### src/hes_pkg.sv
// ----------------------------------------------------------------------------
// hes_pkg
// Shared types, constants and the arctangent table for the steering block.
// ----------------------------------------------------------------------------
package hes_pkg;

  localparam int POS_W        = 24;
  localparam int ANG_W        = 16;
  localparam int DIFF_W       = 26;
  localparam int VEC_W        = 52;
  localparam int VEC_SCALE    = 24;
  localparam int ZACC_W       = 26;
  localparam int SQ_W         = 49;
  localparam int PROD_W       = 29;
  localparam int GAIN_W       = 12;
  localparam int THR_W        = 15;
  localparam int RAD_W        = 40;
  localparam int ATAN_LEN     = 24;
  localparam int CORDIC_STAGES_DEF = 16;
  localparam int QUEUE_DEPTH  = 2;

  localparam logic signed [ZACC_W-1:0] ANGLE_PI = ZACC_W'(8388608);

  localparam logic [GAIN_W-1:0] GAIN_RST = GAIN_W'(256);
  localparam logic [THR_W-1:0]  THR_RST  = THR_W'(182);
  localparam logic [RAD_W-1:0]  RAD_RST  = RAD_W'(10486);

  localparam int CFG_DATA_W = 64;
  localparam int CFG_ADDR_W = 5;

  typedef enum logic [1:0] {
    REG_TURN_GAIN   = 2'd0,
    REG_ALIGN_THR   = 2'd1,
    REG_ARRIVE_RAD  = 2'd2,
    REG_NONE        = 2'd3
  } reg_idx_t;

  typedef enum logic [2:0] {
    BK_IDLE,
    BK_ITER,
    BK_FIN,
    BK_MUL,
    BK_DONE
  } bk_state_t;

  typedef struct packed {
    logic [GAIN_W-1:0] gain;
    logic [THR_W-1:0]  thr;
    logic [RAD_W-1:0]  radius;
  } cfg_t;

  // classified word handed from front to back
  typedef struct packed {
    logic signed [DIFF_W-1:0] x0;
    logic signed [DIFF_W-1:0] y0;
    logic signed [ZACC_W-1:0] z0;
    logic signed [ANG_W-1:0]  hd;
    logic                     zero;
  } entry_t;

  // round(atan(2^-i) * 2^23 / pi)
  function automatic logic signed [ZACC_W-1:0] atan_val(input int idx);
    logic signed [ZACC_W-1:0] v;
    case (idx)
      0:       v = ZACC_W'(2097152);
      1:       v = ZACC_W'(1238021);
      2:       v = ZACC_W'(654136);
      3:       v = ZACC_W'(332050);
      4:       v = ZACC_W'(166669);
      5:       v = ZACC_W'(83416);
      6:       v = ZACC_W'(41718);
      7:       v = ZACC_W'(20860);
      8:       v = ZACC_W'(10430);
      9:       v = ZACC_W'(5215);
      10:      v = ZACC_W'(2608);
      11:      v = ZACC_W'(1304);
      12:      v = ZACC_W'(652);
      13:      v = ZACC_W'(326);
      14:      v = ZACC_W'(163);
      15:      v = ZACC_W'(81);
      16:      v = ZACC_W'(41);
      17:      v = ZACC_W'(20);
      18:      v = ZACC_W'(10);
      19:      v = ZACC_W'(5);
      20:      v = ZACC_W'(3);
      21:      v = ZACC_W'(1);
      22:      v = ZACC_W'(1);
      default: v = '0;
    endcase
    return v;
  endfunction

endpackage

### src/hes_cfg.sv
// ----------------------------------------------------------------------------
// hes_cfg
// APB register file: turn gain, align threshold, arrival radius squared.
// ----------------------------------------------------------------------------
module hes_cfg
  import hes_pkg::*;
(
  input  logic                  clk,
  input  logic                  rst_n,
  input  logic                  psel,
  input  logic                  penable,
  input  logic                  pwrite,
  input  logic [CFG_ADDR_W-1:0] paddr,
  input  logic [CFG_DATA_W-1:0] pwdata,
  output logic [CFG_DATA_W-1:0] prdata,
  output logic                  pready,
  output cfg_t                  cfg
);

  cfg_t     cfg_r;
  cfg_t     cfg_nxt;
  reg_idx_t idx;
  logic     wr_en;

  assign idx    = reg_idx_t'(paddr[4:3]);
  assign wr_en  = psel & penable & pwrite;
  assign pready = 1'b1;
  assign cfg    = cfg_r;

  always_comb begin
    cfg_nxt = cfg_r;
    if (wr_en) begin
      case (idx)
        REG_TURN_GAIN:  cfg_nxt.gain   = pwdata[GAIN_W-1:0];
        REG_ALIGN_THR:  cfg_nxt.thr    = pwdata[THR_W-1:0];
        REG_ARRIVE_RAD: cfg_nxt.radius = pwdata[RAD_W-1:0];
        default:        cfg_nxt = cfg_r;
      endcase
    end
  end

  always_comb begin
    case (idx)
      REG_TURN_GAIN:  prdata = CFG_DATA_W'(cfg_r.gain);
      REG_ALIGN_THR:  prdata = CFG_DATA_W'(cfg_r.thr);
      REG_ARRIVE_RAD: prdata = CFG_DATA_W'(cfg_r.radius);
      default:        prdata = '0;
    endcase
  end

  always_ff @(posedge clk) begin
    if (!rst_n) begin
      cfg_r.gain   <= GAIN_RST;
      cfg_r.thr    <= THR_RST;
      cfg_r.radius <= RAD_RST;
    end else begin
      cfg_r <= cfg_nxt;
    end
  end

endmodule

### config.mk
export PLATFORM = sky130hd
export DESIGN_NAME = hes_cfg
export DESIGN_NICKNAME = d
export VERILOG_FILES = /design/src/hes_pkg.sv /design/src/hes_cfg.sv
export SDC_FILE = /design/constraint.sdc
export NUM_CORES = 1
export LEC_CHECK = 0
export ABC_CLOCK_PERIOD_IN_PS = 1550
export BUFFER_PORTS_ARGS = -buffer_cell sky130_fd_sc_hd__buf_2
export CORE_ASPECT_RATIO = 1.1
export CORE_MARGIN = 1.5
export CORE_UTILIZATION = 30
export CTS_CLUSTER_DIAMETER = 200
export DETAILED_ROUTE_END_ITERATION = 8
export HOLD_SLACK_MARGIN = 0.15
export PLACE_DENSITY_LB_ADDON = 0.25
export RECOVER_POWER = 100
export SYNTH_ARGS = -nofsm -noshare
export SYNTH_HDL_FRONTEND = slang
export SYNTH_SLANG_ARGS = --single-unit
export TNS_END_PERCENT = 5
### constraint.sdc
create_clock -name clk -period 1.55 [get_ports clk]
set_clock_uncertainty 0.05 [all_clocks]
set_input_delay 0.0775 -clock clk [delete_from_list [all_inputs] [get_ports clk]]
set_output_delay 0.0775 -clock clk [all_outputs]
set_load 0.01 [all_outputs]
== After elaboration in Yosys (flattened, before gate mapping) ==
Index checks and enable logic that the tools add are counted.
Cells by class
  equality and inequality tests: 2
  multiplexer cells: 1
  bitwise operators: 2
  reduce and logical (&&, ||, !) cells: 4
Operators with widths (count)
  40-bit case mux with 3 select lines: 1
  2-bit AND reduction: 3
  1-bit AND: 2
  2-bit by 1-bit equality test with 1-bit output (second input constant): 1
  2-bit equality test (second input constant): 1
  2-bit logical NOT: 1
Storage, ports and cells
  register bits after elaboration: 67
  input bits: 74
  word-level logic and storage cells: 12

== Logic depth before layout (Yosys ltp) ==
  depth after elaboration: 3
  depth in mapped cells: 7
  gate-level depth less buffers: 3

== Least setup slack after synthesis ==
No wires, ideal clock.
  path type: input-to-reg
  start point: in paddr[3]
  end point: reg cfg_r, in the netlist cfg[14]
  data arrival time: 998 ps
  data required time: 1428 ps
  setup slack: 430 ps
  cell stages on the path: 7
  buffers on the path: 4
  cells stage by stage: buf_6 nor2b_1 buf_4 and2_1 buf_2 buf_6 mux2i_1
Between the ends
  longest elaborated chain between the ends: 2
RTL lines
  from (decl): line hes_cfg.sv:13  | input logic [CFG_ADDR_W-1:0] paddr,
  2-bit equality test: line hes_cfg.sv:33  | case (idx)
  2-bit AND reduction (no line)
  to (signal assigned): line hes_cfg.sv:57  | cfg_r <= cfg_nxt;
  to (decl): line hes_cfg.sv:20  | cfg_t cfg_r;
Every way passes these cells.
A chain may end at the register's enable or synchronous reset.

== Final worst setup path ==
  start point: in paddr[4]
  end point: out prdata[13]
Between the ends
  longest elaborated chain between the ends: 2
RTL lines
  2-bit equality test, or another cell as far along: line hes_cfg.sv:43  | case (idx)
  40-bit case mux with 3 select lines (*): line hes_cfg.sv:43
  to (decl): line hes_cfg.sv:15  | output logic [CFG_DATA_W-1:0] prdata,
Every way passes the cells marked *; elsewhere a longest branch is shown, timed or not.

==> flow_summary.toml <==
[synthesis]
syn_area_per_cell_um2 = 8.66
synth_xor_xnor_area_share = 0
post-synth-top-area-cell = "dfxtp_1"
yosysUniqueCellTypes = 22
synth_top_family_by_area = "simple AND/OR/NAND/NOR gates"
synthAdderAreaFrac = 0
netlist.area_leader.share = 0.405
ys_warn_count = 0
yosysSeqAreaShare = 0.405
synth_compound_area_frac = 0.0509
ys_top_cells_by_area = "dfxtp_1 (40%), mux2i_1 (21%), nand2_1 (12%), buf_4 (6.1%), and2_1 (4.9%)"
synthCells = 383
synth_area_um2 = 3320
synthSimpleGateAreaFrac = 0.218
ys_seq_elements = 67
synthMuxAreaShare = 0.211

[pwr]
p_leak_nw = 1.97
power.clock.fraction = 0.486
p_int_mw = 3.26
switching_power_mw = 1.05
irDropWorstVdd_v = 0.000385
power_density_nw_per_um2 = 913
combPwrFrac = 0.105
power_frac_seq = 0.409
swShare = 0.244

[timing]
timing.final.crit_share = 0.860
max_freq_mhz = 750
worstMarginPinSlew_ns = 0.651
slew_violations = 0
setup_tns_ns = 0
hold_violations = 0
relSlewSlack = 0.565
grt_setup_unrepaired = "no"
hold_slack_ns = 0.277
setup_viol = 0
period_needed_ns = 1.33

[die]
core-area_um2 = 10900
die_w_um = 103
start_util = 0.305
pin_count = 206
die_height_um = 113
num_rows = 40
dieArea_um2 = 11700

[grt]
grt_max_degree = 68
track_usage = 0.159
antenna_found_initial = 0
gr-total-overflow = 0
grt_pass1_wl_um = 14400
grt_pass1_vias = 2916

[clock_network]
clockRootBuffer = "clkbuf_16"
path_clk_slew_ns = 0.06
clock_latency_ns = 0.33
cts_tree = "yes"
h-tree-depth = 3
cts.path.max_buffers = 2
numCtsBuffers = 9
cts_resized = 0
clock-sinks = 67

[route]
finalWirelength_um = 9270
wl_per_cell_um = 12.8
drcViolationCount = 0
viasPerCell = 4.34
drt_iter0_markers = 69
first_pass_iters = 4
ant_nets = 0
vias = 3142

[critical_path]
start_kind = "primary input"
r2r-start = "cfg[42]"
critPathMaxFanout = 20
critPathKind = "in2out"
end_kind = "output port"
rr_worst_depth = 3
cp.required_ns = 1.42
r2r-end = "cfg[42]"
crit_arrival_ns = 1.21
rrSetupSlack_ns = 0.72

[cells_and_area]
mostFrequentLayoutCells = "nand2_1 (106), clkbuf_1 (101), mux2i_1 (70)"
syn_to_final_growth_pct = 42.6
largest_reg_flops = 67
mostFrequentLayoutCell = "nand2_1"
drive_above_1_share = 0.149
layout.nets = 646
antennaDiodeCount = 0

[job]
maxCapViolCount = 0

[hold_path]
hold_path.startpoint = "penable"
holdPathStages = 4
worst_hold_path_type = "in2reg"
min_to = "cfg[6]"

[status]
status = "completed"

[place]
hpwl_um = 6410
port-buffer-count = 153
globalplace.congestion = 0.731
==> how the worst max path moves through the flow <==
stage	from	end	slack [ns]	cells past startpoint
final	paddr[4]	prdata[13]	0.22	5
after global routing	paddr[3]	prdata[13]	0.11	6
after CTS	paddr[4]	prdata[15]	0.24	5
after detailed placement	pwrite	cfg[62]	0.06	5
after global placement	pwrite	cfg[58]	0.09	5
after floorplan	paddr[3]	cfg[14]	0.43	7
==> logic make-up (layout without fill, tap and decap cells) <==
| group | after synthesis | after routing |
|---|---|---|
| other | 2 | 25 |
| buffers and inverters | 57 | 228 |
| flip-flops | 67 | 67 |
| multiplexers | 70 | 70 |
| AND/OR/NAND/NOR | 157 | 157 |
| AO/OA/AOI/OAI | 30 | 30 |
==> what timing repair did <==
| action | 4_1_cts | 5_1_grt |
|---|---|---|
| setup buffers | 0 | 0 |
| hold buffers | 41 | 0 |
| setup endpoints to repair | 0 | 0 |
| endpoints found under the hold margin | 67 | 0 |
==> cell usage after synthesis <==
cell type,instances
o211ai_1,3
dfxtp_1,67
nand2_1,105
and2_4,1
nand2_2,1
conb_1,2
and2_1,26
buf_4,27
buf_6,7
a22o_1,3
buf_1,2
buf_2,4
nor2b_1,13
nor3b_2,1
mux2i_1,70
nand3_1,3
clkbuf_1,14
nand2b_1,6
a21oi_1,12
and3_1,1
inv_1,3
o21ai_0,12
==> per-stage QoR <==
| stage | power, mW | instance area [um^2] | setup WS, ns | cells | utilization |
|---|---|---|---|---|---|
| 4_1_cts | 4.39 | 4880 | 0.237 | 724 | 0.450 |
| 5_1_grt | 4.50 | 4730 | 0.107 | 724 | 0.435 |
| 3_5_place_dp | 2.19 | 4160 | 0.0615 | 667 | 0.383 |
| 2_1_floorplan | 2.07 | 3400 | 0.430 | 406 | - |
| 3_3_place_gp | 2.19 | 4160 | 0.0867 | 667 | 0.383 |
| 6_report | 4.31 | 4730 | 0.217 | 724 | 0.435 |
==> area by class of cell <==
type                    instances  area (um^2)
clock buffers                  10          239
inverters                       3         11.3
well taps                     147          184
fillers                      1159         6130
multi-input cells             282         1690
clock inverters                 6         71.3
flip-flops and latches         67         1340
repair buffers                209         1190
==> power groups by stage <==
| stage | Combinational, mW | Sequential (mW) | Clock [mW] |
|---|---|---|---|
| after floorplan | 0.263 | 1.81 | 0 |
| after global placement | 0.389 | 1.80 | 0 |
| after detailed placement | 0.394 | 1.80 | 0 |
| after CTS | 0.474 | 1.76 | 2.15 |
| after global routing | 0.508 | 1.77 | 2.22 |
| final | 0.454 | 1.76 | 2.10 |
==> worst max-delay path, stage by stage <==
cell and delay (ns):
buf_2 0.18, nor2b_4 0.33, buf_4 0.28, a22o_1 0.17
clkbuf_1 0.17
==> routing by layer <==
layer | vias up | GRT usage | wire length [um]
met3 | 12 | 0.0352 | 524
li1 | 1570 | - | -
met5 | - | 0 | 0
met1 | 1440 | 0.187 | 4060
met2 | 120 | 0.279 | 4540
met4 | 0 | 0.0613 | 140
Power figures use the tool's default switching activity.
