`src/hes_pkg.sv`:
```
// ----------------------------------------------------------------------------
// hes_pkg
// Shared types, constants and the arctangent table for the steering block.
// ----------------------------------------------------------------------------
package hes_pkg;

  localparam int POS_W        = 24;
  localparam int ANG_W        = 16;
  localparam int DIFF_W       = 26;
  localparam int VEC_W        = 52;
  localparam int VEC_SCALE    = 24;
  localparam int ZACC_W       = 26;
  localparam int SQ_W         = 49;
  localparam int PROD_W       = 29;
  localparam int GAIN_W       = 12;
  localparam int THR_W        = 15;
  localparam int RAD_W        = 40;
  localparam int ATAN_LEN     = 24;
  localparam int CORDIC_STAGES_DEF = 16;
  localparam int QUEUE_DEPTH  = 2;

  localparam logic signed [ZACC_W-1:0] ANGLE_PI = ZACC_W'(8388608);

  localparam logic [GAIN_W-1:0] GAIN_RST = GAIN_W'(256);
  localparam logic [THR_W-1:0]  THR_RST  = THR_W'(182);
  localparam logic [RAD_W-1:0]  RAD_RST  = RAD_W'(10486);

  localparam int CFG_DATA_W = 64;
  localparam int CFG_ADDR_W = 5;

  typedef enum logic [1:0] {
    REG_TURN_GAIN   = 2'd0,
    REG_ALIGN_THR   = 2'd1,
    REG_ARRIVE_RAD  = 2'd2,
    REG_NONE        = 2'd3
  } reg_idx_t;

  typedef enum logic [2:0] {
    BK_IDLE,
    BK_ITER,
    BK_FIN,
    BK_MUL,
    BK_DONE
  } bk_state_t;

  typedef struct packed {
    logic [GAIN_W-1:0] gain;
    logic [THR_W-1:0]  thr;
    logic [RAD_W-1:0]  radius;
  } cfg_t;

  // classified word handed from front to back
  typedef struct packed {
    logic signed [DIFF_W-1:0] x0;
    logic signed [DIFF_W-1:0] y0;
    logic signed [ZACC_W-1:0] z0;
    logic signed [ANG_W-1:0]  hd;
    logic                     zero;
  } entry_t;

  // round(atan(2^-i) * 2^23 / pi)
  function automatic logic signed [ZACC_W-1:0] atan_val(input int idx);
    logic signed [ZACC_W-1:0] v;
    case (idx)
      0:       v = ZACC_W'(2097152);
      1:       v = ZACC_W'(1238021);
      2:       v = ZACC_W'(654136);
      3:       v = ZACC_W'(332050);
      4:       v = ZACC_W'(166669);
      5:       v = ZACC_W'(83416);
      6:       v = ZACC_W'(41718);
      7:       v = ZACC_W'(20860);
      8:       v = ZACC_W'(10430);
      9:       v = ZACC_W'(5215);
      10:      v = ZACC_W'(2608);
      11:      v = ZACC_W'(1304);
      12:      v = ZACC_W'(652);
      13:      v = ZACC_W'(326);
      14:      v = ZACC_W'(163);
      15:      v = ZACC_W'(81);
      16:      v = ZACC_W'(41);
      17:      v = ZACC_W'(20);
      18:      v = ZACC_W'(10);
      19:      v = ZACC_W'(5);
      20:      v = ZACC_W'(3);
      21:      v = ZACC_W'(1);
      22:      v = ZACC_W'(1);
      default: v = '0;
    endcase
    return v;
  endfunction

endpackage

```
`src/hes_queue.sv`:
```
// ----------------------------------------------------------------------------
// hes_queue
// Short FIFO between front and back.
// ----------------------------------------------------------------------------
module hes_queue
  import hes_pkg::*;
(
  input  logic   clk,
  input  logic   rst_n,
  input  logic   wr_valid,
  output logic   wr_ready,
  input  entry_t wr_entry,
  output logic   rd_valid,
  input  logic   rd_ready,
  output entry_t rd_entry
);

  localparam int AW = (QUEUE_DEPTH > 1) ? $clog2(QUEUE_DEPTH) : 1;
  localparam int CW = $clog2(QUEUE_DEPTH + 1);

  entry_t          mem_r [QUEUE_DEPTH];
  logic [AW-1:0]   wr_ptr_r;
  logic [AW-1:0]   wr_ptr_nxt;
  logic [AW-1:0]   rd_ptr_r;
  logic [AW-1:0]   rd_ptr_nxt;
  logic [CW-1:0]   cnt_r;
  logic [CW-1:0]   cnt_nxt;
  logic            push;
  logic            pop;

  assign wr_ready = (cnt_r != CW'(QUEUE_DEPTH));
  assign rd_valid = (cnt_r != '0);
  assign rd_entry = mem_r[rd_ptr_r];
  assign push     = wr_valid && wr_ready;
  assign pop      = rd_valid && rd_ready;

  always_comb begin
    wr_ptr_nxt = wr_ptr_r;
    rd_ptr_nxt = rd_ptr_r;
    cnt_nxt    = cnt_r;
    if (push) begin
      wr_ptr_nxt = (wr_ptr_r == AW'(QUEUE_DEPTH - 1)) ? '0 : wr_ptr_r + 1'b1;
    end
    if (pop) begin
      rd_ptr_nxt = (rd_ptr_r == AW'(QUEUE_DEPTH - 1)) ? '0 : rd_ptr_r + 1'b1;
    end
    if (push && !pop) begin
      cnt_nxt = cnt_r + 1'b1;
    end else if (pop && !push) begin
      cnt_nxt = cnt_r - 1'b1;
    end
  end

  always_ff @(posedge clk) begin
    if (!rst_n) begin
      wr_ptr_r <= '0;
      rd_ptr_r <= '0;
      cnt_r    <= '0;
    end else begin
      wr_ptr_r <= wr_ptr_nxt;
      rd_ptr_r <= rd_ptr_nxt;
      cnt_r    <= cnt_nxt;
    end
  end

  always_ff @(posedge clk) begin
    if (push) begin
      mem_r[wr_ptr_r] <= wr_entry;
    end
  end

endmodule

```
`config.mk`:
```
export PLATFORM = sky130hd
export DESIGN_NAME = hes_queue
export DESIGN_NICKNAME = d
export VERILOG_FILES = /design/src/hes_pkg.sv /design/src/hes_queue.sv
export SDC_FILE = /design/constraint.sdc
export NUM_CORES = 1
export LEC_CHECK = 0
export BUFFER_PORTS_ARGS = -buffer_cell sky130_fd_sc_hd__buf_2
export CORE_ASPECT_RATIO = 0.8
export CORE_UTILIZATION = 40
export CTS_CLUSTER_SIZE = 20
export DETAILED_ROUTE_END_ITERATION = 7
export MAX_ROUTING_LAYER = met4
export PLACE_DENSITY = 0.63
export SETUP_SLACK_MARGIN = 0.15
export SLEW_MARGIN = 0
export SYNTH_ARGS = -nofsm -noshare
export SYNTH_HDL_FRONTEND = slang
export SYNTH_SLANG_ARGS = --single-unit
```
`constraint.sdc`:
```
create_clock -name clk -period 4.15 [get_ports clk]
set_clock_uncertainty 0.05 [all_clocks]
set_input_delay 0.415 -clock clk [delete_from_list [all_inputs] [get_ports clk]]
set_output_delay 0.415 -clock clk [all_outputs]
set_load 0.05 [all_outputs]
```
# --- Word level (Yosys, flattened, before mapping) ---
# Memories as Yosys holds them, arrays and structs flattened. A register that Yosys moved wholly into a read port is not among the register bits.
# Index checks and enable logic that the tools add are counted.
word_totals:
  ff_bits: 4
  ram_bits: 190
  inputBits: 99
  output_inout_bits: 97
  elab_cells: 25
  mem_count: 1
mem_list:
  columns: ["memory", "words", "word_bits", "read_ports", "rd_clocked_by_memory_dff", "wr", "line", "text"]
  rows:
  - ["mem_r", 2, 95, 1, 1, 1, "hes_queue.sv:21", "entry_t mem_r [QUEUE_DEPTH];"]
classes:
  addsub: 4
  eq_ne: 1
  n_mux: 8
  reduce_logical: 8
op_table:
  columns: ["cell", "count"]
  rows:
  - ["2-to-1 mux 1 bit", 6]
  - ["logical AND 1 bit", 4]
  - ["2-to-1 mux 2 bit", 2]
  - ["nonzero test 2 bit", 2]
  - ["adder 1 bit (second input constant)", 2]
  - ["adder 2 x 1 -> 2 bit (second input constant)", 1]
  - ["zero test 1 bit", 2]
  - ["inequality test 2 bit (second input constant)", 1]
  - ["subtractor 2 x 1 -> 2 bit (second input constant)", 1]

# --- Logic depth before layout (Yosys ltp) ---
# Gate-level depths: netlist of the first run.
logic_depth:
  ltp_word: 6
  mapped_depth: 6
  mapped_depth_nobuf: 6

# --- Worst setup path before layout of the first run ---
# Ideal clock, no wire load.
synth_path:
  path_kind: "flip-flop to flip-flop"
  from: "reg cnt_r[0]"
  to: "mem mem_r[1][0] (netlist bit), enable pin"
  setup_time_ns: 0.465
  arrival_ns: 2.935
  required_time_ns: 3.635
  slack_ns: 0.701
  path_stages_with_launch: 3
  path_buffers: 0
  synth_period_minus_slack_ns: 3.449
  cell_sequence: "dfxtp_1 -> nand2b_4 -> and3_1"
synth_via:
  elab_chain_len: 4
synth_lines:
  columns: ["item", "line", "text"]
  rows:
  - ["start, declared", "hes_queue.sv:26", "logic [CW-1:0] cnt_r;"]
  - ["start signal, assigned", "hes_queue.sv:62", "cnt_r <= cnt_nxt;"]
  - ["inequality test 2 bit", "hes_queue.sv:31", "assign wr_ready = (cnt_r != CW'(QUEUE_DEPTH));"]
  - ["via wr_ready", "hes_queue.sv:11", "output logic wr_ready,"]
  - ["logical AND 1 bit", "hes_queue.sv:34", "assign push = wr_valid && wr_ready;"]
  - ["2-to-1 mux 1 bit", "hes_queue.sv:67", "if (push) begin"]
  - ["2-to-1 mux 1 bit (implied by the code)", "hes_queue.sv:68", "mem_r[wr_ptr_r] <= wr_entry;"]
  - ["end, declared", "hes_queue.sv:21", null]
# The timed path passes the listed nets, and every way through them passes these cells.

==> summary.txt, run 1 <==
Status
  • Status: finished, final reports clean

Synth
  • Post-synthesis cell count: 320
  • Syn Nets: 420
  • Share of the yosys chip area belonging to registers: 79.5%
  • Synth warn: 0
  • Top-area cell type share of the netlist area: 78.2%
  • Syn_area_per_cell: 22.8 sq um
  • Synth Register Bits: 195
  • Ranking of synthesized cells by area: edfxtp_1, mux2_4, mux2_2
  • Synthesized cell area: 7300 sq um
  • Synth unique cells: 22
  • Largest area contributor in the netlist: edfxtp_1

Power and ir drop
  • Clock power frac: 25.8%
  • Pwr Density: 711 nW/um^2
  • Leak: 0.00350 uW
  • Pwr Total: 6510 uW
  • Seq pwr share: 39.7%
  • Gate power share: 34.5%
  • VDD IR-drop max: 0.000436 V
  • Switch share: 37.4%
  • Pint: 4070 uW
  • Net switching power: 2440 uW

Flow run
  • Max-Cap Viols: 0

Clock tree
  • Clock sinks: 195
  • H-Tree Depth: 4
  • Hold buffer count at cts: 0
  • Post_cts resized: 0
  • Post-CTS setup buffers: 0
  • Clk buf depth: 2
  • Clock-pin slew on the worst setup and hold paths: 80 ps
  • Clk Latency, worst-skew pair: 420 ps
  • CTS root buffer: clkbuf_16
  • TritonCTS clock tree: done
  • Total CTS buffers: 17

Die
  • Initial core utilization: 41.5%
  • Core area: 17,600 sq um
  • Die H: 123 um
  • Top-level I/O count: 196
  • Rows: 43
  • Die area: 18,800 sq um
  • Die span in x: 153 um

Placement
  • Cell Count Post-Placement: 734
  • Final HPWL DP: 8620 um
  • RD Place Congestion: 0.742
  • Port-buffer cells: 195

Critical path
  • Worst Setup End Kind: output port
  • R2r setup slk: 1970 ps
  • WP data required: 3680 ps
  • Setup Crit Path Kind: reg -> out
  • Max Fanout on Critical Path: 55
  • CP Launch Type: register
  • Arr. time, crit path: 2280 ps
  • R2R Path Start: cnt_r[0]

Route
  • Wirelength per Cell: 17.0 um
  • Via count: 3,639
  • DRC viols: 0
  • DR iter-0 viols: 178
  • Final wirelength: 13,100 um
  • Antenna viol nets, final: 0
  • Drt via density: 4.73
  • Initial DRT Pass Iterations: 7

STA
  • Highest attainable clock frequency: 365 MHz
  • TNS Setup: 0 ps
  • Slew margin rel.: 46.9%
  • RSZ-0062 raised after global routing: no
  • Fin Hold WS: 122 ps
  • Tcrit/Tclk final: 66.1%
  • Final hold violation count: 0
  • Final min period: 2740 ps
  • Slew at the pin closest to its max-slew limit: 797 ps
  • Final setup fails: 0
  • Slew Viols, Final: 0

Min path
  • Hold Crit Class: in -> reg
  • Hold wc startpoint: wr_entry[30]

Global routing
  • Grt ovf: 0
  • Vias in the first global route: 3,668
  • Initial antenna violation count: 3
  • Largest net degree at the start of global routing: 61
  • GRT Util Overall: 14.6%
  • Global-route wire length before repair: 19,400 um

Layout
  • Share of cells above drive strength 1: 61.6%
  • Final cell count without fillers: 770
  • Filler instances: 1,428
  • Fin nets: 628
  • Synth-to-Final Area Change: 25.4%
state kept, by name, indices dropped and copies added (netlist names), named ones only:
name,flops
rd_ptr_r,1
cnt_r,2
mem_r,190
wr_ptr_r,1
placed cells by master, fill, tap and decap left out, drive strengths merged, types with 2 or more instances in the layout:
cell type | Yosys | final
buf | 10 | 200
edfxtp | 190 | 190
mux2 | 95 | 95
clkbuf | 1 | 17
inv | 1 | 9
dfxtp | 5 | 5
clkinv | 0 | 5
diode | 0 | 4
and2 | 4 | 4
xnor2 | 2 | 2
bufinv | 0 | 2
o21ai | 2 | 2
a21boi | 2 | 2
area by class of cell:
class,instances,area (sq um),area share (%)
antenna,4,10.0,0.109
clock buffer,17,425,4.65
clock inverter,15,190,2.08
inverter,1,6.26,0.0684
multi-input combinational,113,1400,15.3
sequential,195,5810,63.5
tap,225,282,3.08
timing repair buffer,200,1030,11.2
critical path, cell delays in order, from the launching register on:
cell     delay (ps)
dfxtp_4         760
buf_12          410
mux2_2          390
buf_2           210
layer usage:
layer / share of wire, % / global-route usage (%)
met5: 0 / -
met2: 45 / 21.3
met4: 1.2 / 5.87
met3: 8.8 / 6.36
met1: 45 / 18.0
path summary, 6_finish.rpt:
check,to,depth (start not counted)
worst min register to register,cnt_r[1],2
worst max-delay path,rd_entry[85],3
worst max register to register,mem_r[1][22],3
worst min-delay path,mem_r[0][30],1
cell families after synthesis:
group	Yosys count	share of synthesized area [%]
DFF	195	79.5
xor gates and xnor gates	3	0.360
adders and majority gates	1	0.171
AOI/OAI and AO/OA	5	0.480
muxes	95	17.2
buffers and inverters	12	1.32
and+or+nand+nor	9	0.892
power by group through the flow:
stage,sequential (uW),clock [uW],combinational [uW]
after detailed placement,2630,0,2270
after floorplan,2570,0,1900
after global placement,2620,0,2250
final,2580,1680,2250
after global routing,2610,1790,2350
after CTS,2590,1730,2270
cells in the mapped netlist (all sizes together):
cell,number
a21bo,1
a21boi,2
and2,4
and3,1
buf,10
clkbuf,1
dfxtp,5
edfxtp,190
ha,1
inv,1
mux2,95
nand2b,1
nand3b,1
o21ai,2
or2,1
or3,1
xnor2,2
xor2,1
per-stage QoR:
stage / utilization (%) / setup slack (ps) / cell area, sq um
final: 52.0 / 1410 / 9150
after global routing: 52.0 / 1300 / 9150
after CTS: 52.0 / 1370 / 9140
after detailed placement: 48.5 / 1840 / 8520
after global placement: 48.5 / 1860 / 8520
after floorplan: - / 701 / 7300
(Power assumes the default switching activity.)
==> run 2, diff against run 1 <==
Clock period 4.15 ns to 2.74 ns, I/O delays scaled along.
==> summary.txt, run 2 (same netlist as run 1, synthesis figures left out) <==
Status
  • Status: finished, final reports clean

Clock tree
  • H-Tree Depth: 4 (unchanged)
  • Clock-pin slew on the worst setup and hold paths: 70 ps (about the same)
  • TritonCTS clock tree: done
  • Total CTS buffers: 17 (unchanged)
  • CTS root buffer: clkbuf_16
  • Post_cts resized: 0 (unchanged)
  • Clock sinks: 195 (unchanged)
  • Clk buf depth: 2 (unchanged)
  • Clk Latency, worst-skew pair: 410 ps (about the same)

Route
  • Via count: 3,996 (+9.8%)
  • Final wirelength: 13,800 um (+5.6%)
  • DRC viols: 0 (unchanged)
  • Initial DRT Pass Iterations: 4 (-3)
  • Antenna viol nets, final: 0 (unchanged)
  • Drt via density: 4.64 (-1.9%)
  • Wirelength per Cell: 16.0 um (-5.7%)
  • DR iter-0 viols: 209 (+17%)

Power and ir drop
  • Leak: 0.00387 uW (+11%)
  • Gate power share: 37.0% (+2.5 points)
  • Switch share: 37.0% (-0.50 points)
  • Clock power frac: 23.4% (-2.4 points)
  • Seq pwr share: 39.6% (about the same)
  • VDD IR-drop max: 0.000809 V (+86%)
  • Pwr Density: 968 nW/um^2 (+36%)
  • Net switching power: 3610 uW (+48%)
  • Pint: 6160 uW (+51%)

STA
  • Slew at the pin closest to its max-slew limit: 458 ps (-339 ps)
  • Fin Hold WS: 68.3 ps (-54.0 ps)
  • RSZ-0062 raised after global routing: no
  • Tcrit/Tclk final: 82.9%
  • TNS Setup: 0 ps (unchanged)
  • Slew Viols, Final: 0 (unchanged)
  • Slew margin rel.: 69.5% (+23 points)
  • Final hold violation count: 0 (unchanged)
  • Final min period: 2270 ps
  • Highest attainable clock frequency: 440 MHz
  • Final setup fails: 0 (unchanged)

Global routing
  • Initial antenna violation count: 0 (-3)
  • Grt ovf: 0 (unchanged)
  • Largest net degree at the start of global routing: 56 (-8.2%)
  • Global-route wire length before repair: 21,100 um (+9.0%)
  • Vias in the first global route: 4,171 (+14%)
  • GRT Util Overall: 15.5% (+0.84 points)

Placement
  • Final HPWL DP: 8570 um (-0.59%)
  • Port-buffer cells: 195 (unchanged)
  • RD Place Congestion: 0.725 (-2.3%)

Critical path
  • Worst setup endpoint: rd_entry[10]
  • Arr. time, crit path: 1950 ps (-330 ps)
  • Setup Crit Path Kind: reg -> out
  • RR Endpoint: mem_r[1][50]
  • Max Fanout on Critical Path: 41 (-25%)
  • R2r setup slk: 960 ps (-1010 ps)
  • Worst Setup End Kind: output port
  • R2R Path Start: cnt_r[0]
  • WP data required: 2420 ps (-1260 ps)
  • CP Launch Type: register
  • R2R depth: 3 (unchanged)

Die
  • Die span in x: 153 um (unchanged)
  • Rows: 43 (unchanged)
  • Initial core utilization: 41.5% (unchanged)
  • Core area: 17,600 sq um (unchanged)
  • Top-level I/O count: 196 (unchanged)
  • Die area: 18,800 sq um (unchanged)
  • Die H: 123 um (unchanged)

Layout
  • Share of cells above drive strength 1: 51.8% (-9.7 points)
  • Reg with most FFs: mem_r
  • Synth-to-Final Area Change: 38.2%
  • Ant diodes: 0 (-4)
  • Most frequent cells in the layout: buf_2, edfxtp_1, dlygate4sd3_1, mux2_4, mux2_2
  • Fin nets: 724 (+15%)
  • Commonest non-fill, non-tap cell in the layout: buf_2
  • Top Registers: mem_r (190), cnt_r (2)
  • Max reg flops: 190 (unchanged)

Min path
  • Hold Crit Class: in -> reg

Flow run
  • Max-Cap Viols: 0 (unchanged)
==> run 2: worst max-delay path, cell delays in order (launching register included) <==
cell     delay, ps
dfxtp_4        570
buf_12         310
mux2_2         380
buf_2          210
==> run 2: stage by stage <==
stage / instance area [sq um] / std cells / utilization [%] / setup WS [ps] / total power, uW
6_report: 10100 / 862 / 57.3 / 469 / 9770
5_1_grt: 10100 / 862 / 57.3 / 364 / 10100
4_1_cts: 10100 / 862 / 57.3 / 435 / 9870
3_5_place_dp: 8600 / 735 / 48.9 / 896 / 7470
3_3_place_gp: 8600 / 735 / 48.9 / 930 / 7420
2_1_floorplan: 7300 / 320 / - / 153 / 6750
==> run 2: layout make-up <==
cell class | instances | area (sq um)
clock buffer | 19 | 433
clock inverter | 13 | 105
fill | 1361 | 7510
inverter | 1 | 7.51
multi-input combinational | 113 | 1400
sequential | 195 | 5810
tap | 225 | 282
timing repair buffer | 296 | 2050
==> run 2: what timing repair did <==
action,4_1_cts,5_1_grt
buffers inserted,0,0
hold endpoints to repair,188,0
hold buffers,95,0
==> run 2: layer usage <==
layer	routed length (um)	share of wire, %	track usage (%)
met1	6280	46	19.1
met2	6490	47	24.2
met3	877	6.4	5.01
met4	146	1.1	5.11
met5	0	0	-
==> run 2: power by group through the flow <==
stage	registers [uW]	clock network (uW)	logic [uW]
after global routing	3910	2460	3770
after detailed placement	3940	0	3520
after CTS	3880	2350	3640
final	3870	2280	3610
after global placement	3920	0	3500
after floorplan	3870	0	2880
==> run 2: how the worst min path moves through the flow <==
stage	depth (start not counted)	start	endpoint	slack [ps]
4_1_cts	2	rst_n	rd_ptr_r	50
3_3_place_gp	1	wr_entry[85]	mem_r[0][85]	410
3_5_place_dp	1	wr_entry[87]	mem_r[0][87]	420
2_1_floorplan	0	wr_entry[0]	mem_r[0][0]	320
6_report	2	rst_n	rd_ptr_r	70
5_1_grt	2	rst_n	rd_ptr_r	70
