**src/hes_pkg.sv**
```systemverilog
// ----------------------------------------------------------------------------
// hes_pkg
// Shared types, constants and the arctangent table for the steering block.
// ----------------------------------------------------------------------------
package hes_pkg;

  localparam int POS_W        = 24;
  localparam int ANG_W        = 16;
  localparam int DIFF_W       = 26;
  localparam int VEC_W        = 52;
  localparam int VEC_SCALE    = 24;
  localparam int ZACC_W       = 26;
  localparam int SQ_W         = 49;
  localparam int PROD_W       = 29;
  localparam int GAIN_W       = 12;
  localparam int THR_W        = 15;
  localparam int RAD_W        = 40;
  localparam int ATAN_LEN     = 24;
  localparam int CORDIC_STAGES_DEF = 16;
  localparam int QUEUE_DEPTH  = 2;

  localparam logic signed [ZACC_W-1:0] ANGLE_PI = ZACC_W'(8388608);

  localparam logic [GAIN_W-1:0] GAIN_RST = GAIN_W'(256);
  localparam logic [THR_W-1:0]  THR_RST  = THR_W'(182);
  localparam logic [RAD_W-1:0]  RAD_RST  = RAD_W'(10486);

  localparam int CFG_DATA_W = 64;
  localparam int CFG_ADDR_W = 5;

  typedef enum logic [1:0] {
    REG_TURN_GAIN   = 2'd0,
    REG_ALIGN_THR   = 2'd1,
    REG_ARRIVE_RAD  = 2'd2,
    REG_NONE        = 2'd3
  } reg_idx_t;

  typedef enum logic [2:0] {
    BK_IDLE,
    BK_ITER,
    BK_FIN,
    BK_MUL,
    BK_DONE
  } bk_state_t;

  typedef struct packed {
    logic [GAIN_W-1:0] gain;
    logic [THR_W-1:0]  thr;
    logic [RAD_W-1:0]  radius;
  } cfg_t;

  // classified word handed from front to back
  typedef struct packed {
    logic signed [DIFF_W-1:0] x0;
    logic signed [DIFF_W-1:0] y0;
    logic signed [ZACC_W-1:0] z0;
    logic signed [ANG_W-1:0]  hd;
    logic                     zero;
  } entry_t;

  // round(atan(2^-i) * 2^23 / pi)
  function automatic logic signed [ZACC_W-1:0] atan_val(input int idx);
    logic signed [ZACC_W-1:0] v;
    case (idx)
      0:       v = ZACC_W'(2097152);
      1:       v = ZACC_W'(1238021);
      2:       v = ZACC_W'(654136);
      3:       v = ZACC_W'(332050);
      4:       v = ZACC_W'(166669);
      5:       v = ZACC_W'(83416);
      6:       v = ZACC_W'(41718);
      7:       v = ZACC_W'(20860);
      8:       v = ZACC_W'(10430);
      9:       v = ZACC_W'(5215);
      10:      v = ZACC_W'(2608);
      11:      v = ZACC_W'(1304);
      12:      v = ZACC_W'(652);
      13:      v = ZACC_W'(326);
      14:      v = ZACC_W'(163);
      15:      v = ZACC_W'(81);
      16:      v = ZACC_W'(41);
      17:      v = ZACC_W'(20);
      18:      v = ZACC_W'(10);
      19:      v = ZACC_W'(5);
      20:      v = ZACC_W'(3);
      21:      v = ZACC_W'(1);
      22:      v = ZACC_W'(1);
      default: v = '0;
    endcase
    return v;
  endfunction

endpackage

```
**src/hes_back.sv**
```systemverilog
// ----------------------------------------------------------------------------
// hes_back
// Iterative CORDIC bearing, error wrap, gain multiply, flags, output register.
// ----------------------------------------------------------------------------
module hes_back
  import hes_pkg::*;
#(
  parameter int CORDIC_STAGES = CORDIC_STAGES_DEF
) (
  input  logic                    clk,
  input  logic                    rst_n,
  input  cfg_t                    cfg,
  input  logic                    q_valid,
  output logic                    q_ready,
  input  entry_t                  q_entry,
  output logic                    out_valid,
  input  logic                    out_ready,
  output logic signed [ANG_W-1:0] out_heading_error,
  output logic signed [ANG_W-1:0] out_turn_cmd,
  output logic                    out_aligned,
  output logic                    out_arrived
);

  localparam int NST = (CORDIC_STAGES < ATAN_LEN) ? CORDIC_STAGES : ATAN_LEN;
  localparam int CW  = (NST > 1) ? $clog2(NST) : 1;

  bk_state_t                state_r, state_nxt;
  logic [CW-1:0]            cnt_r, cnt_nxt;
  logic signed [VEC_W-1:0]  x_r, x_nxt;
  logic signed [VEC_W-1:0]  y_r, y_nxt;
  logic signed [ZACC_W-1:0] z_r, z_nxt;
  logic signed [ANG_W-1:0]  hd_r, hd_nxt;
  logic                     zero_r, zero_nxt;
  logic [SQ_W-1:0]          sqx_r, sqx_nxt;
  logic [SQ_W-1:0]          sqy_r, sqy_nxt;
  logic signed [ANG_W-1:0]  err_r, err_nxt;
  logic                     near_r, near_nxt;
  logic signed [PROD_W-1:0] prod_r, prod_nxt;
  logic                     ov_r, ov_nxt;
  logic signed [ANG_W-1:0]  oerr_r, oerr_nxt;
  logic signed [ANG_W-1:0]  oturn_r, oturn_nxt;
  logic                     oal_r, oal_nxt;
  logic                     oar_r, oar_nxt;

  logic signed [VEC_W-1:0]    xs, ys;
  logic signed [ZACC_W-1:0]   zr;
  logic signed [2*DIFF_W-1:0] px, py;
  logic signed [PROD_W-1:0]   sh;
  logic signed [ANG_W:0]      e17;
  logic [ANG_W:0]             mag;
  logic [SQ_W:0]              dsq;

  assign q_ready           = (state_r == BK_IDLE);
  assign out_valid         = ov_r;
  assign out_heading_error = oerr_r;
  assign out_turn_cmd      = oturn_r;
  assign out_aligned       = oal_r;
  assign out_arrived       = oar_r;

  assign xs   = x_r >>> cnt_r;
  assign ys   = y_r >>> cnt_r;
  assign zr   = (z_r + ZACC_W'(128)) >>> 8;
  assign px   = q_entry.x0 * q_entry.x0;
  assign py   = q_entry.y0 * q_entry.y0;
  assign sh   = prod_r >>> 8;
  assign e17  = (ANG_W+1)'(err_r);
  assign mag  = (e17 < 0) ? $unsigned(-e17) : $unsigned(e17);
  assign dsq  = (SQ_W+1)'(sqx_r) + (SQ_W+1)'(sqy_r);

  always_comb begin
    state_nxt = state_r;
    cnt_nxt   = cnt_r;
    x_nxt     = x_r;
    y_nxt     = y_r;
    z_nxt     = z_r;
    hd_nxt    = hd_r;
    zero_nxt  = zero_r;
    sqx_nxt   = sqx_r;
    sqy_nxt   = sqy_r;
    err_nxt   = err_r;
    near_nxt  = near_r;
    prod_nxt  = prod_r;
    ov_nxt    = ov_r;
    oerr_nxt  = oerr_r;
    oturn_nxt = oturn_r;
    oal_nxt   = oal_r;
    oar_nxt   = oar_r;

    if (ov_r && out_ready) begin
      ov_nxt = 1'b0;
    end

    case (state_r)
      BK_IDLE: begin
        if (q_valid) begin
          x_nxt     = VEC_W'(q_entry.x0) <<< VEC_SCALE;
          y_nxt     = VEC_W'(q_entry.y0) <<< VEC_SCALE;
          z_nxt     = q_entry.z0;
          hd_nxt    = q_entry.hd;
          zero_nxt  = q_entry.zero;
          sqx_nxt   = px[SQ_W-1:0];
          sqy_nxt   = py[SQ_W-1:0];
          cnt_nxt   = '0;
          state_nxt = BK_ITER;
        end
      end
      BK_ITER: begin
        if (y_r >= 0) begin
          x_nxt = x_r + ys;
          y_nxt = y_r - xs;
          z_nxt = z_r + atan_val(int'(cnt_r));
        end else begin
          x_nxt = x_r - ys;
          y_nxt = y_r + xs;
          z_nxt = z_r - atan_val(int'(cnt_r));
        end
        if (cnt_r == CW'(NST - 1)) begin
          state_nxt = BK_FIN;
        end else begin
          cnt_nxt = cnt_r + 1'b1;
        end
      end
      BK_FIN: begin
        err_nxt   = zero_r ? '0 : (zr[ANG_W-1:0] - hd_r);
        near_nxt  = dsq < (SQ_W+1)'(cfg.radius);
        state_nxt = BK_MUL;
      end
      BK_MUL: begin
        prod_nxt  = PROD_W'($signed({1'b0, cfg.gain})) * PROD_W'(err_r);
        state_nxt = BK_DONE;
      end
      BK_DONE: begin
        if (!ov_r || out_ready) begin
          ov_nxt   = 1'b1;
          oerr_nxt = err_r;
          if (sh > PROD_W'(32767)) begin
            oturn_nxt = 16'sh7FFF;
          end else if (sh < -PROD_W'(32768)) begin
            oturn_nxt = 16'sh8000;
          end else begin
            oturn_nxt = sh[ANG_W-1:0];
          end
          oal_nxt   = mag < (ANG_W+1)'(cfg.thr);
          oar_nxt   = near_r;
          state_nxt = BK_IDLE;
        end
      end
      default: state_nxt = BK_IDLE;
    endcase
  end

  always_ff @(posedge clk) begin
    if (!rst_n) begin
      state_r <= BK_IDLE;
      ov_r    <= 1'b0;
    end else begin
      state_r <= state_nxt;
      ov_r    <= ov_nxt;
    end
  end

  always_ff @(posedge clk) begin
    cnt_r   <= cnt_nxt;
    x_r     <= x_nxt;
    y_r     <= y_nxt;
    z_r     <= z_nxt;
    hd_r    <= hd_nxt;
    zero_r  <= zero_nxt;
    sqx_r   <= sqx_nxt;
    sqy_r   <= sqy_nxt;
    err_r   <= err_nxt;
    near_r  <= near_nxt;
    prod_r  <= prod_nxt;
    oerr_r  <= oerr_nxt;
    oturn_r <= oturn_nxt;
    oal_r   <= oal_nxt;
    oar_r   <= oar_nxt;
  end

endmodule

```
**config.mk**
```make
export PLATFORM = sky130hd
export DESIGN_NAME = hes_back
export DESIGN_NICKNAME = d
export VERILOG_FILES = /design/src/hes_pkg.sv /design/src/hes_back.sv
export SDC_FILE = /design/constraint.sdc
export NUM_CORES = 2
export LEC_CHECK = 0
export ABC_CLOCK_PERIOD_IN_PS = 10100
export BUFFER_PORTS_ARGS = -buffer_cell sky130_fd_sc_hd__buf_4
export CELL_PAD_IN_SITES_DETAIL_PLACEMENT = 0
export CELL_PAD_IN_SITES_GLOBAL_PLACEMENT = 1
export CORE_MARGIN = 4
export CORE_UTILIZATION = 52
export CTS_CLUSTER_SIZE = 10
export DETAILED_ROUTE_END_ITERATION = 8
export PLACE_DENSITY = 0.91
export SYNTH_ARGS = -nofsm -noshare
export SYNTH_HDL_FRONTEND = slang
export SYNTH_SLANG_ARGS = --single-unit
```
**constraint.sdc**
```tcl
create_clock -name clk -period 10.1 [get_ports clk]
set_clock_uncertainty 0.1 [all_clocks]
set_input_delay 1.01 -clock clk [delete_from_list [all_inputs] [get_ports clk]]
set_output_delay 1.01 -clock clk [all_outputs]
set_load 0.005 [all_outputs]
```
# After elaboration in Yosys (flattened, before gate mapping)
# Memory sizes are Yosys's and may differ from the RTL's. A register that Yosys moved wholly into a read port is not among the register bits.
# Index checks and enable logic that the tools add are counted.
# word_totals
elab_cells	87
output_inout_bits	36
mem_count	2
ff_bits	333
mem_bits_ro	704
# op_classes
n_shift	2
n_reduce_logical	10
eq_ne	9
addsub	11
mux	27
n_mul	3
magnitude_cmp	6
# memory_table
name	depth	word_bits	rd	rd_clocked_by_memory_dff	write_ports	line_no	rtl
(name not given)	16	22	1	1	0	hes_pkg.sv:64	case (idx)
(name not given)	16	22	1	1	0	hes_pkg.sv:64	
# ops
cell	n
52-bit 2-to-1 mux	4
52-bit one-hot mux with 2 select lines	2
26-bit 2-to-1 mux	6
52-bit adder	2
52-bit by 4-bit >>> shifter with 52-bit output	2
52-bit subtractor	2
26-bit by 26-bit multiplier with 49-bit output	2
52-bit by 1-bit greater-or-equal comparator with 1-bit output (second input constant)	1
26-bit one-hot mux with 2 select lines	1
49-bit by 49-bit adder with 50-bit output	1
50-bit by 40-bit less-than comparator with 1-bit output	1
13-bit by 16-bit multiplier with 29-bit output	1
26-bit adder	1
26-bit subtractor	1
24-bit by 9-bit adder with 24-bit output (second input constant)	1
21-bit by 16-bit greater-than comparator with 1-bit output (second input constant)	1
21-bit by 16-bit less-than comparator with 1-bit output (second input constant)	1
17-bit by 15-bit less-than comparator with 1-bit output	1
17-bit 2-to-1 mux	1
16-bit negation with 17-bit output	1
16-bit by 1-bit less-than comparator with 1-bit output (second input constant)	1
16-bit 2-to-1 mux	1
4-bit 2-to-1 mux	4
16-bit subtractor	1
17 further kinds	28

# Depth between registers and ports, before layout
# depth
ltp_word	6
ltp_mapped	31
depth_no_buf	28

# Worst setup path before layout
# OpenSTA, ideal clock, no wires.
# synth_timing
path_type	input to register
start	input port q_valid
end	register (tool-made name)
slack_ps	1716
stages	5
arrival_ps	8169
cell_sequence	and2_1 > nand2b_1 > o22ai_1 > clkbuf_1 > and3_1
# synth_rtl
element	line_no	rtl
start: declaration	hes_back.sv:13	input logic q_valid,

# Worst setup path after layout
# layout_timing
start	input port q_entry[47] (netlist bit)
end	register sqy_r[45], data pin
# layout_between
elab_chain_cells	1
# layout_lines
element	line_no	rtl
start: declaration	hes_back.sv:15	input entry_t q_entry,
26-bit by 26-bit multiplier with 49-bit output	hes_back.sv:64	assign py = q_entry.y0 * q_entry.y0;
named net py[45]	hes_back.sv:47	logic signed [2*DIFF_W-1:0] px, py;
end signal: assignment	hes_back.sv:170	sqy_r <= sqy_nxt;
end: declaration	hes_back.sv:35	logic [SQ_W-1:0] sqy_r, sqy_nxt;
# The timed path passes the listed nets, and every way through them passes these cells.
# A chain may end at the register's enable or synchronous reset.

==> Implementation_results.wiki <==
{| class="wikitable"
! Metric !! Value
|-
| Outcome || finished clean
|-
| Netlist Area Pre-Place || 0.08037 mm^2
|-
| Library cell used as clock root buffer || sky130_fd_sc_hd__clkbuf_16
|-
| Register area share after synthesis || 12.49%
|-
| Initial core utilization || 52.23%
|-
| Grt met2 use || 44.21%
|-
| Number of global-route vias before repair || 63600
|-
| TritonCTS clock tree || built
|-
| Finished layout cell area || 0.08462 mm^2
|-
| Mapped Cells || 8564
|-
| Required arrival time at the worst endpoint || 10350 ps
|-
| Critical path class || in2reg
|-
| Total via count in the routed design || 59630
|-
| Final Hold Viols || 0
|-
| Total half-perimeter wirelength after legalization and detailed placement || 164900 um
|-
| Routed WL per cell || 19.63 um
|-
| Top library cells by usage in the layout, fill and taps aside || 1883 x sky130_fd_sc_hd__inv_1, 1441 x sky130_fd_sc_hd__fa_1, 866 x sky130_fd_sc_hd__nand2_1, 604 x sky130_fd_sc_hd__ha_1, 405 x sky130_fd_sc_hd__and2_1
|-
| Max-capacitance violation count || 0
|-
| Least setup slack across all paths after layout || 1536 ps
|-
| Hold path start || near_r
|-
| Post-synthesis cell type count || ~110
|-
| Layer carrying the most global-route usage || met2
|-
| Number of vias per cell after detailed routing || 5.623
|-
| Number of detailed-routing iterations run before antenna repair || 7
|-
| Area taken by multi-input logic gates || roughly 0.062 mm^2
|-
| Area growth, synth to finish || 5.298%
|-
| Latest clock arrival within the worst-skew pair || between 600 and 700 ps
|-
| Most common cell after layout, fill and taps aside || sky130_fd_sc_hd__inv_1
|-
| Critical R2R Capture || y_r[51]
|-
| Worst reg-to-reg setup slack || 1960 ps
|-
| Sort of element at the start of the critical path || input port
|-
| Share of flip-flops with an asynchronous set or reset after synthesis || 0%
|-
| GR Overflow Total || 0
|-
| Path type of the worst min-delay path || reg2reg
|-
| Tmin final || 8564 ps
|-
| Setup repair after global routing missed its margin || false
|-
| Number of antenna violations at the first check in global routing || 5
|-
| Global-route usage over all layers || 26.30%
|-
| Layout Nets || 10740
|-
| Post-CTS Setup Repair Bufs || 0
|-
| Drt total wl || between 200000 and 250000 um
|-
| RePlAce Congestion || 0.9357
|-
| Area after detailed placement || 0.08326 mm^2
|-
| Number of antenna-violating nets in the routed design || 0
|-
| TritonCTS buffer count || 44
|-
| Count of cells along the worst hold path || 0
|-
| Cell type with the highest aggregate area in the netlist || sky130_fd_sc_hd__fa_1
|-
| Sequential Area || 0.01004 mm^2
|-
| Met1 demand-to-capacity share in global routing || 34.95%
|-
| Number of gates given a new drive strength after cts || 0
|-
| Fill cell instance count of the final layout || around 14000
|-
| Post-synthesis average cell area || 9.384 um^2
|-
| Total negative slack for setup checks || 0 ps
|-
| Count of flip-flops with a built-in enable after synthesis || between 300 and 400
|-
| Maximum buffer depth of the clock tree || 3
|-
| Overall die height || 401.1 um
|-
| Yosys reg bits || 343
|-
| Largest fanout of any net on the critical path || 30
|-
| H-tree levels || 2
|-
| Hold worst-path end || out_arrived
|-
| Syn nets || 10780
|-
| Wire length of the first global-routing pass || 340600 um
|-
| Count of clock tree sinks || 343
|-
| Slew headroom || 20.61%
|-
| Yosys Warn Count || 0
|-
| Most used DFF post-synth || sky130_fd_sc_hd__edfxtp_1
|-
| R2r worst-path depth || 24
|-
| Top achievable clock speed || 116.8 MHz
|-
| Pin count of the biggest net entering global routing || ~110
|-
| Final period util || 84.80%
|-
| Area share of the largest cell type after synthesis || 35.90%
|-
| Final Instance Count excl. Fillers || 10600
|-
| Fraction of final layout cells sized beyond drive strength 1 || 5.761%
|-
| CTS hold repair buffers || 0
|-
| I/O pin cnt || 202
|-
| Initial drt markers || 4020
|-
| Buffers on Ports || 199
|-
| Critical Path AT || ~8800 ps
|-
| Die boundary width || 401.1 um
|-
| Number of setup violations in the final report || 0
|-
| Cell total after placement || 10520
|-
| Full die area || between 0.15 and 0.2 mm^2
|-
| Tightest Pin Transition || 1188 ps
|-
| Residual DRC count || 0
|-
| Met3 Track Usage GR || 3.782%
|-
| Minimum setup slack after placement || 1051 ps
|-
| Std-Cell Rows || 144
|-
| Total count of max-transition violations in the final report || 0
|-
| Nature of the critical path endpoint || flop
|-
| Main area contributors after synthesis || sky130_fd_sc_hd__fa_1 36%, sky130_fd_sc_hd__edfxtp_1 12%, sky130_fd_sc_hd__ha_1 9.4%
|-
| Critical R2R Launch || cnt_r[2]
|-
| Clock slew seen by the registers of the worst setup and hold paths || 60 ps
|-
| Core area || 0.1539 mm^2
|}
==> cell usage after synthesis, drive strengths merged (73+ instances only) <==
library cell and instances:
mux2i 88, nor3 92, nand2b 74, nand3 76, xnor2 307, ha 604
fa 1441, nor2 303, inv 1885, and2 407, edfxtp 317, a21oi 284
nand2 868, nor2b 107, buf 73, xor2 150, mux4 102, clkbuf 238
o21ai 323, a21o 151
==> state kept, by name, indices dropped and copies added, names as in the netlist, 16 cells and up, named ones only <==
name               flops
out_turn_cmd          16
hd_r                  16
out_heading_error     16
err_r                 16
x_r                   52
y_r                   52
z_r                   24
sqx_r                 48
prod_r                21
sqy_r                 48
==> per-stage QoR <==
stage / utilization, % / hold slack (ps)
global placement: 54.11 / 305.2
detailed placement: 54.11 / 315.2
CTS: 54.99 / 317.6
floorplan: - / 300.3
global route: 54.99 / 327.6
finish: 55.00 / 314.7
==> worst max-delay path, stage by stage <==
cell and delay (ps):
sky130_fd_sc_hd__buf_4 440, sky130_fd_sc_hd__and2_1 240, sky130_fd_sc_hd__fa_1 450, sky130_fd_sc_hd__fa_1 560, sky130_fd_sc_hd__inv_1 60, sky130_fd_sc_hd__fa_1 530, sky130_fd_sc_hd__inv_1 60, sky130_fd_sc_hd__fa_1 510
sky130_fd_sc_hd__inv_1 60, sky130_fd_sc_hd__fa_1 520, sky130_fd_sc_hd__inv_1 50, sky130_fd_sc_hd__fa_1 500, sky130_fd_sc_hd__inv_1 60, sky130_fd_sc_hd__fa_1 480, sky130_fd_sc_hd__inv_1 50, sky130_fd_sc_hd__ha_1 340
sky130_fd_sc_hd__a21oi_1 240, sky130_fd_sc_hd__o21bai_1 120, sky130_fd_sc_hd__a21oi_1 240, sky130_fd_sc_hd__nand2_1 110, sky130_fd_sc_hd__o41ai_1 710, sky130_fd_sc_hd__a311oi_1 310, sky130_fd_sc_hd__a211oi_1 490, sky130_fd_sc_hd__o221a_2 300
sky130_fd_sc_hd__o21bai_1 70, sky130_fd_sc_hd__a21oi_1 200, sky130_fd_sc_hd__xnor2_1 80
==> cell type report <==
type | count | share of cell area (%)
multi-input cells | 6024 | 73.10
flip-flops and latches | 343 | 11.86
inverters | 1886 | 8.367
well taps | 2044 | 3.022
repair buffers | 226 | 2.034
clock buffers | 66 | 1.434
clock inverters | 13 | 0.1700
diodes | 2 | 0.005914
==> cells by family after synthesis <==
logic type      Yosys count  synth area share, %
xor+xnor                457                4.980
buf+inv                2197                10.58
simple gates           2137                12.94
flops                   343                12.49
compound gates         1147                9.007
fa+ha+maj              2045                45.30
mux                     238                4.697
==> worst max-delay path by stage <==
stage | start | to | slack (ps) | depth (start not counted)
final | q_entry[47] | sqy_r[45] | 1540 | 27
after global routing | q_entry[47] | sqy_r[45] | 1150 | 27
after CTS | q_entry[47] | sqy_r[45] | 1630 | 27
after detailed placement | q_entry[47] | sqy_r[45] | 1050 | 27
after global placement | q_entry[47] | sqy_r[45] | 1170 | 27
after floorplan | q_valid | flop | 1720 | 5
==> layer usage <==
layer / share of wire (%) / up-vias
li1: - / 26960
met1: 40 / 30090
met2: 49 / 2088
met3: 7.1 / 480
met4: 4.1 / 6
met5: 0.019 / -
Power is left out: the tool's default activity adds up to more than one toggle a clock period on the data nets, which glitch-free logic cannot reach.
